## config.mk

```make
export PLATFORM = sky130hd
export DESIGN_NAME = mpf_cell
export DESIGN_NICKNAME = d
export VERILOG_FILES = /design/src/mpf_pkg.sv /design/src/mpf_cell.sv
export SDC_FILE = /design/constraint.sdc
export NUM_CORES = 1
export LEC_CHECK = 0
export ABC_AREA = 1
export BUFFER_PORTS_ARGS = -buffer_cell sky130_fd_sc_hd__buf_2
export CORE_AREA = 2 2 143 145
export DETAILED_ROUTE_END_ITERATION = 8
export DIE_AREA = 0 0 145 147
export GPL_ROUTABILITY_DRIVEN = 0
export HOLD_SLACK_MARGIN = 0.1
export PLACE_DENSITY = 0.7
export SYNTH_ARGS = -nofsm -noshare
export SYNTH_HDL_FRONTEND = slang
export SYNTH_SLANG_ARGS = --single-unit
```

## constraint.sdc

```tcl
create_clock -name clk -period 5.75 [get_ports clk]
set_clock_uncertainty 0.15 [all_clocks]
set_input_delay 1.15 -clock clk [delete_from_list [all_inputs] [get_ports clk]]
set_output_delay 1.15 -clock clk [all_outputs]
set_load 0.03 [all_outputs]
```

## src/mpf_pkg.sv

```systemverilog
`default_nettype none

package mpf_pkg;

  localparam int MAX_POINTS = 64;
  localparam int CNT_W = $clog2(MAX_POINTS + 1);
  localparam int PROP_W = $clog2(MAX_POINTS);

  typedef struct packed {
    logic signed [31:0] x;
    logic signed [31:0] y;
  } point_t;

  typedef struct packed {
    logic signed [31:0] px;
    logic signed [31:0] py;
    logic               last_point;
  } in_word_t;

  typedef struct packed {
    logic signed [31:0] mx;
    logic signed [31:0] my;
    logic               final_result;
  } out_word_t;

  typedef struct packed {
    logic               valid;
    point_t             pt;
    logic               dom;
    logic               have;
    logic signed [31:0] sm;
  } cell_state_t;

  typedef struct packed {
    logic   ins;
    logic   prop;
    logic   mark;
    logic   shift;
    point_t new_pt;
  } cell_ctl_t;

endpackage

`default_nettype wire

```

## src/mpf_cell.sv

```systemverilog
`default_nettype none

module mpf_cell (
  input  wire logic                clk,
  input  wire logic                rst,
  input  wire mpf_pkg::cell_ctl_t   ctl,
  input  wire mpf_pkg::cell_state_t left,
  input  wire logic                left_g,
  input  wire mpf_pkg::cell_state_t right,
  output mpf_pkg::cell_state_t      st,
  output logic                     g
);
  import mpf_pkg::*;

  logic after_new;

  // held point sorts strictly after the incoming one, or cell is empty
  assign after_new = (st.pt.x > ctl.new_pt.x) ||
                     ((st.pt.x == ctl.new_pt.x) && (st.pt.y > ctl.new_pt.y));
  assign g = !st.valid || after_new;

  always_ff @(posedge clk) begin
    if (ctl.ins && g) begin
      st.pt <= left_g ? left.pt : ctl.new_pt;
    end else if (ctl.shift) begin
      st.pt <= right.pt;
    end
    if (rst) begin
      st.have <= 1'b0;
    end else if (ctl.prop) begin
      st.have <= right.valid;
    end
    if (ctl.prop) begin
      st.sm   <= (right.have && (right.sm > right.pt.y)) ? right.sm : right.pt.y;
    end
    if (ctl.mark) begin
      st.dom <= st.have && (st.pt.y <= st.sm);
    end else if (ctl.shift) begin
      st.dom <= right.dom;
    end
    if (rst) begin
      st.valid <= 1'b0;
    end else if (ctl.ins && g) begin
      st.valid <= left_g ? left.valid : 1'b1;
    end else if (ctl.shift) begin
      st.valid <= right.valid;
    end
  end

endmodule

`default_nettype wire

```

==> results of run 1 <==
-- stage by stage --
step | std cells | cell area (sq um) | util | worst slack, ps
after global placement | 1612 | 10300 | 0.518 | 1160
after global routing | 1630 | 10600 | 0.533 | 1150
final | 1632 | 10600 | 0.533 | 1470
after detailed placement | 1612 | 10300 | 0.518 | 1130
after floorplan | 1041 | 8430 | - | 1040
after CTS | 1628 | 10600 | 0.533 | 1490
-- area by class of cell --
type | count | area share
clock inverter | 6 | 0.00626
multi-input combinational | 748 | 0.442
sequential | 99 | 0.279
antenna | 4 | 0.000946
inverter | 155 | 0.0552
clock buffer | 10 | 0.0216
timing repair buffer | 340 | 0.163
tap | 270 | 0.0319
-- cells by family after synthesis --
group	Yosys count
AO/OA/AOI/OAI	186
multiplexers	1
adder cells (fa/ha/maj)	128
flip-flops	99
buffers and inverters	194
AND/OR/NAND/NOR	433
-- worst register-to-register path, cell delays in order (launching register included) --
cell and delay, ps:
edfxtp_1 450, ha_1 330, nand2_1 60, nor2_1 200, nand4_1 140, inv_1 80
nand2_1 50, nand2_1 120, nand2_1 80, nand3_1 70, nand3_1 100, nand3_2 130
nand2_4 270, inv_4 440, buf_12 350, o21ai_0 220
-- power by group through the flow --
stage / Sequential, W / Clock, W / Combinational [W]
floorplan: 0.00118 / 0 / 0.000490
CTS: 0.000993 / 0.000628 / 0.00100
detailed placement: 0.00101 / 0 / 0.000998
global placement: 0.00101 / 0 / 0.000979
global route: 0.00100 / 0.000650 / 0.00112
finish: 0.000994 / 0.000615 / 0.000997
-- Yosys cell counts, types with 2 or more instances --
cell type / number
nor2_1: 23
nor3b_1: 2
a21oi_1: 61
buf_12: 4
nand3_1: 21
buf_2: 11
edfxtp_1: 97
nand4_1: 45
dfxtp_1: 2
buf_6: 2
o21ai_0: 55
nand2_1: 324
or2_2: 2
o221ai_1: 2
nor3_1: 5
a21o_1: 3
ha_1: 128
a31oi_1: 2
o21a_1: 7
nor4_1: 3
o21ai_1: 20
inv_1: 154
o211ai_1: 6
clkbuf_1: 21
o211ai_2: 29
-- routing by layer --
layer | wire length, um | share of wire
met5 | 13 | 0.00050
met2 | 12700 | 0.49
met3 | 1860 | 0.072
met4 | 678 | 0.026
met1 | 10700 | 0.41
-- worst max path at each step --
stage | cells past startpoint | end | slack, ps | from
2_1_floorplan | 14 | st[34] | 1040 | ctl[31]
3_3_place_gp | 15 | st[5] | 1160 | right[37]
3_5_place_dp | 14 | st[5] | 1130 | right[43]
4_1_cts | 14 | g | 1490 | ctl[47]
5_1_grt | 14 | st[0] | 1150 | right[43]
6_report | 14 | st[16] | 1470 | right[43]
==> metrics, run 1 <==
vias per cell=5.03; Hold Crit Depth=2; DRT Wirelength=25900 um; CP Class=in -> reg; Post-CTS Hold Buffers=0; share of cells above drive strength 1=0.292; first-pass GRT wire length=40500 um; flop2flop setup slack=2250 ps; largest net degree at the start of global routing=68; met2 Use GR=0.419; HP Class=reg -> reg; adder-cell share of the synthesized area=0.190; Hold Vio Cnt, Final=0; LEAKAGE=5.73 nW; Int Pwr=0.00160 W; total gr overflow=0; clock tree from TritonCTS=built; RSZ-0062 raised after global routing=no; Power Dens Cells=246 nW/um^2; fraction of the mapped netlist area in simple logic gates=0.218; vias=8217; register area share after synthesis=0.350; max_slew headroom=0.223; vias in the first global route=8052; mapped cell area=8430 sq um; Crit path buffers/inverters=3; WHS=367 ps; Reg area=2950 sq um; reg-to-reg critical path endpoint=st[36]; WL/cell=15.9 um; largest cells by area after synthesis=edfxtp_1 (35%), ha_1 (19%), nand2_1 (14%); syn nets=1438; GRT Total Usage=0.238; NumNets Final=1750; Logic pwr share=0.383; final slew viol count=0; H-tree depth=3; CP top delay family=compound AO/OA/AOI/OAI gates; clock network fraction of design power=0.236; post-synthesis compound-gate area fraction=0.143; Period minus WS final=4280 ps; io pins=369; Port Buffers=334; crit path DAT=4220 ps; XOR/XNOR Fraction of Synth Area=0; DRT iter0 DRCs=411; worst skew pair latency=340 ps; distinct cell type count after synthesis=37; clock tree buffer depth=2; fillers=1892; cell accounting for the most synthesized area=edfxtp_1; most used cell, CP=nand2_1; cts bufs inserted=9; largest family of logic cells by synthesized area=simple AND/OR/NAND/NOR gates; Clock transition at path regs=70 ps; critical hold path startpoint=st[98]; post-synthesis mux area share=0.00119; worst r2r src=st[49]; # rows=52; slowest stage delay, CP=900 ps; most frequent cells in the layout=buf_2 (334), nand2_1 (323), inv_1 (153), ha_1 (128), edfxtp_1 (97); fin crit share=0.744; post-route ant nets=0; Detailed Routing Iterations Pass 1=4; DR DRC count=0; slowest library cell on the worst path=a21o_1; commonest non-fill, non-tap cell in the layout=buf_2; gr busiest metal=met2; full die area=21300 sq um; worst-margin pin slew=1170 ps; switch share=0.384; Psw=0.00100 W; Setup Viol. Count Final=0; Synth Flop Type=edfxtp_1; crit path cell chain=buf_2 > inv_1 > ha_1 > a21oi_1 > o21a_1 > nor2_1 > nor3_1 > nand3_1 > nand2_1 > a21o_1 > nand3_1 > buf_4 > nand2_1 > nand2_1; Initial Utilization=0.425; post-synth top area share=0.346; Post-synth ARST share=0; Syn Area/Cell=8.10 sq um; area of the multi-input gates=4680 sq um; CTS sink count=99; worst vdd ir=0.185 mV; CP Data Required Time=5690 ps; Largest register FFs=99; Tot Pwr=0.00260 W; FF+latch count, synth=99; Reg power frac=0.381; Global Route met3 Usage=0.0425; Hold Path Sink=st[98]; postcts setup bufs=0; Die Y=147 um; Layout area overhead=25.6%; setup TNS=0 ps; worst-path fanout max=33; Startpoint Class=input port; fmax=0.234 GHz; cts repair resizes=0; Die Wd=145 um; number of enable flip-flop cells after synthesis=97; core area=19800 sq um; top flop regs=st (99); outcome=complete, no violations; initial antenna violation count=5; M1 GR Usage=0.290; crit end category=flip-flop; Clock Tree Root=clkbuf_16; worst-case reg-to-reg path depth=15; Syn. warnings=0; Cells after Synth=1041; Biggest register=st; maxcap violations=0; Post-DP HPWL=20500 um
Note: power is estimated with default switching activity, not from simulation.
==> inputs of run 2 (changes only) <==
--- a/config.mk
+++ b/config.mk
@@ -7,12 +7,12 @@
 export LEC_CHECK = 0
 export ABC_AREA = 1
 export BUFFER_PORTS_ARGS = -buffer_cell sky130_fd_sc_hd__buf_2
-export CORE_AREA = 2 2 143 145
+export CORE_MARGIN = 2
+export CORE_UTILIZATION = 44
 export DETAILED_ROUTE_END_ITERATION = 8
-export DIE_AREA = 0 0 145 147
 export GPL_ROUTABILITY_DRIVEN = 0
 export HOLD_SLACK_MARGIN = 0.1
-export PLACE_DENSITY = 0.7
+export PLACE_DENSITY = 0.75
 export SYNTH_ARGS = -nofsm -noshare
 export SYNTH_HDL_FRONTEND = slang
 export SYNTH_SLANG_ARGS = --single-unit
==> constraint.sdc (replaced) <==
create_clock -name clk -period 3.75 [get_ports clk]
set_clock_uncertainty 0.15 [all_clocks]
set_input_delay 0.75 -clock clk [delete_from_list [all_inputs] [get_ports clk]]
set_output_delay 0.75 -clock clk [all_outputs]
set_load 0.03 [all_outputs]
==> run 2 against run 1 <==
Non-clock buffer count grew 9. Core utilization grew 3.4 points. Via count grew 0.21%. Highest routed layer unchanged.
==> metrics, run 2 (synthesis gave the netlist of run 1 again) <==
Clock transition at path regs=70 ps; crit path DAT=2520 ps; H-tree depth=3; Period minus WS final=3420 ps; commonest non-fill, non-tap cell in the layout=buf_2; fin crit share=0.913; CP Data Required Time=2850 ps; first-pass GRT wire length=40800 um; pre-CTS WS=250 ps; io pins=369; core area=18800 sq um; Top Layer Used=met5; met2 wire length=12800 um; worst skew pair latency=350 ps; crit end category=output pin; DRT iter0 DRCs=477; Power Dens Cells=379 nW/um^2; CTS sink count=99; maxcap violations=0; Post-DP HPWL=21100 um; worst vdd ir=0.198 mV; WL/cell=16.5 um; cts bufs inserted=9; postcts setup bufs=0; total gr overflow=0; Setup Viol. Count Final=0; HP Class=reg -> reg; setup TNS=0 ps; vias=8234; Die Wd=142 um; largest net degree at the start of global routing=65; Port Buffers=334; Initial Utilization=0.449; fmax=0.292 GHz; RSZ-0062 raised after global routing=no; fillers=1729; Largest register FFs=99; top flop regs=st (99); CP Class=in -> out; LEAKAGE=5.80 nW; Detailed Routing Iterations Pass 1=5; final slew viol count=0; share of cells above drive strength 1=0.296; # rows=50; Post-CTS Hold Buffers=0; flop2flop setup slack=790 ps; Hold Vio Cnt, Final=0; Die Y=142 um; vias in the first global route=8399; initial antenna violation count=3; Clock Tree Root=clkbuf_16; Biggest register=st; post-route ant nets=0; final worst slack=327 ps; Met1 Wirelength=10600 um; Layout area overhead=26.4%; full die area=20300 sq um; DRT Wirelength=26400 um; worst-path fanout max=3; Startpoint Class=input port; clock tree buffer depth=2; NumNets Final=1759; GRT Total Usage=0.258; max_slew headroom=0.380; cts repair resizes=0; vias per cell=5.14; outcome=complete, no violations; met3 routed WL=2040 um; most frequent cells in the layout=buf_2 (334), nand2_1 (323), inv_1 (153), ha_1 (128), edfxtp_1 (97); worst-margin pin slew=931 ps; clock tree from TritonCTS=built; DR DRC count=0
[run 2: cell types whose count changed in the layout (fill, tap and decap cells not counted)]
cell | previous run | this run
clkbuf_8 | 0 | 1
diode_2 | 4 | 2
buf_12 | 1 | 5
clkinv_4 | 3 | 1
clkinv_2 | 2 | 3
buf_4 | 5 | 10
[run 2: layout make-up]
cell class / count / area [sq um] / share of cell area
sequential: 99 / 2950 / 0.277
timing repair buffer: 349 / 1850 / 0.173
clock inverter: 5 / 53.8 / 0.00505
multi-input combinational: 748 / 4680 / 0.439
inverter: 155 / 584 / 0.0548
tap: 234 / 293 / 0.0275
clock buffer: 11 / 243 / 0.0228
antenna: 2 / 5.00 / 0.000470
[run 2: power breakdown]
part	leakage, nW	internal (W)	switching (W)
Clock	0.149	0.000534	0.000421
Combinational	4.65	0.000553	0.00102
Sequential	1.00	0.00141	0.000107
Total	5.80	0.00250	0.00154
[run 2: metrics by stage]
| step | instances | util | hold slack (ps) | total power, W | cell area (sq um) |
|---|---|---|---|---|---|
| after global placement | 1585 | 0.552 | 355 | 0.00306 | 10400 |
| after detailed placement | 1585 | 0.552 | 377 | 0.00310 | 10400 |
| after CTS | 1601 | 0.567 | 389 | 0.00406 | 10600 |
| after global routing | 1602 | 0.568 | 406 | 0.00431 | 10700 |
| final | 1603 | 0.568 | 378 | 0.00404 | 10700 |
| after floorplan | 1041 | - | 476 | 0.00256 | 8430 |
[run 2: metal layers]
| metal | track usage | up-vias |
|---|---|---|
| li1 | - | 4178 |
| met1 | 0.289 | 3651 |
| met2 | 0.466 | 331 |
| met3 | 0.0602 | 72 |
| met4 | 0.116 | 2 |
| met5 | 0 | - |
[run 2: path summary, 6_finish.rpt]
kind	startpoint	endpoint	cells past startpoint
worst max-delay path	ctl[47]	g	14
worst min register to register	st[32]	st[32]	2
worst min-delay path	st[32]	st[32]	2
worst max register to register	st[81]	st[65]	14
[run 2: critical path, cell delays in order]
cell and delay [ps]:
buf_2 80, inv_1 50, ha_1 300, nand2_1 60
nor2_1 160, nand4_1 90, inv_1 80, nand2_1 50
nor2_1 110, nand2_1 140, a21oi_1 150, nand3_1 130
nand3_2 140, buf_2 230
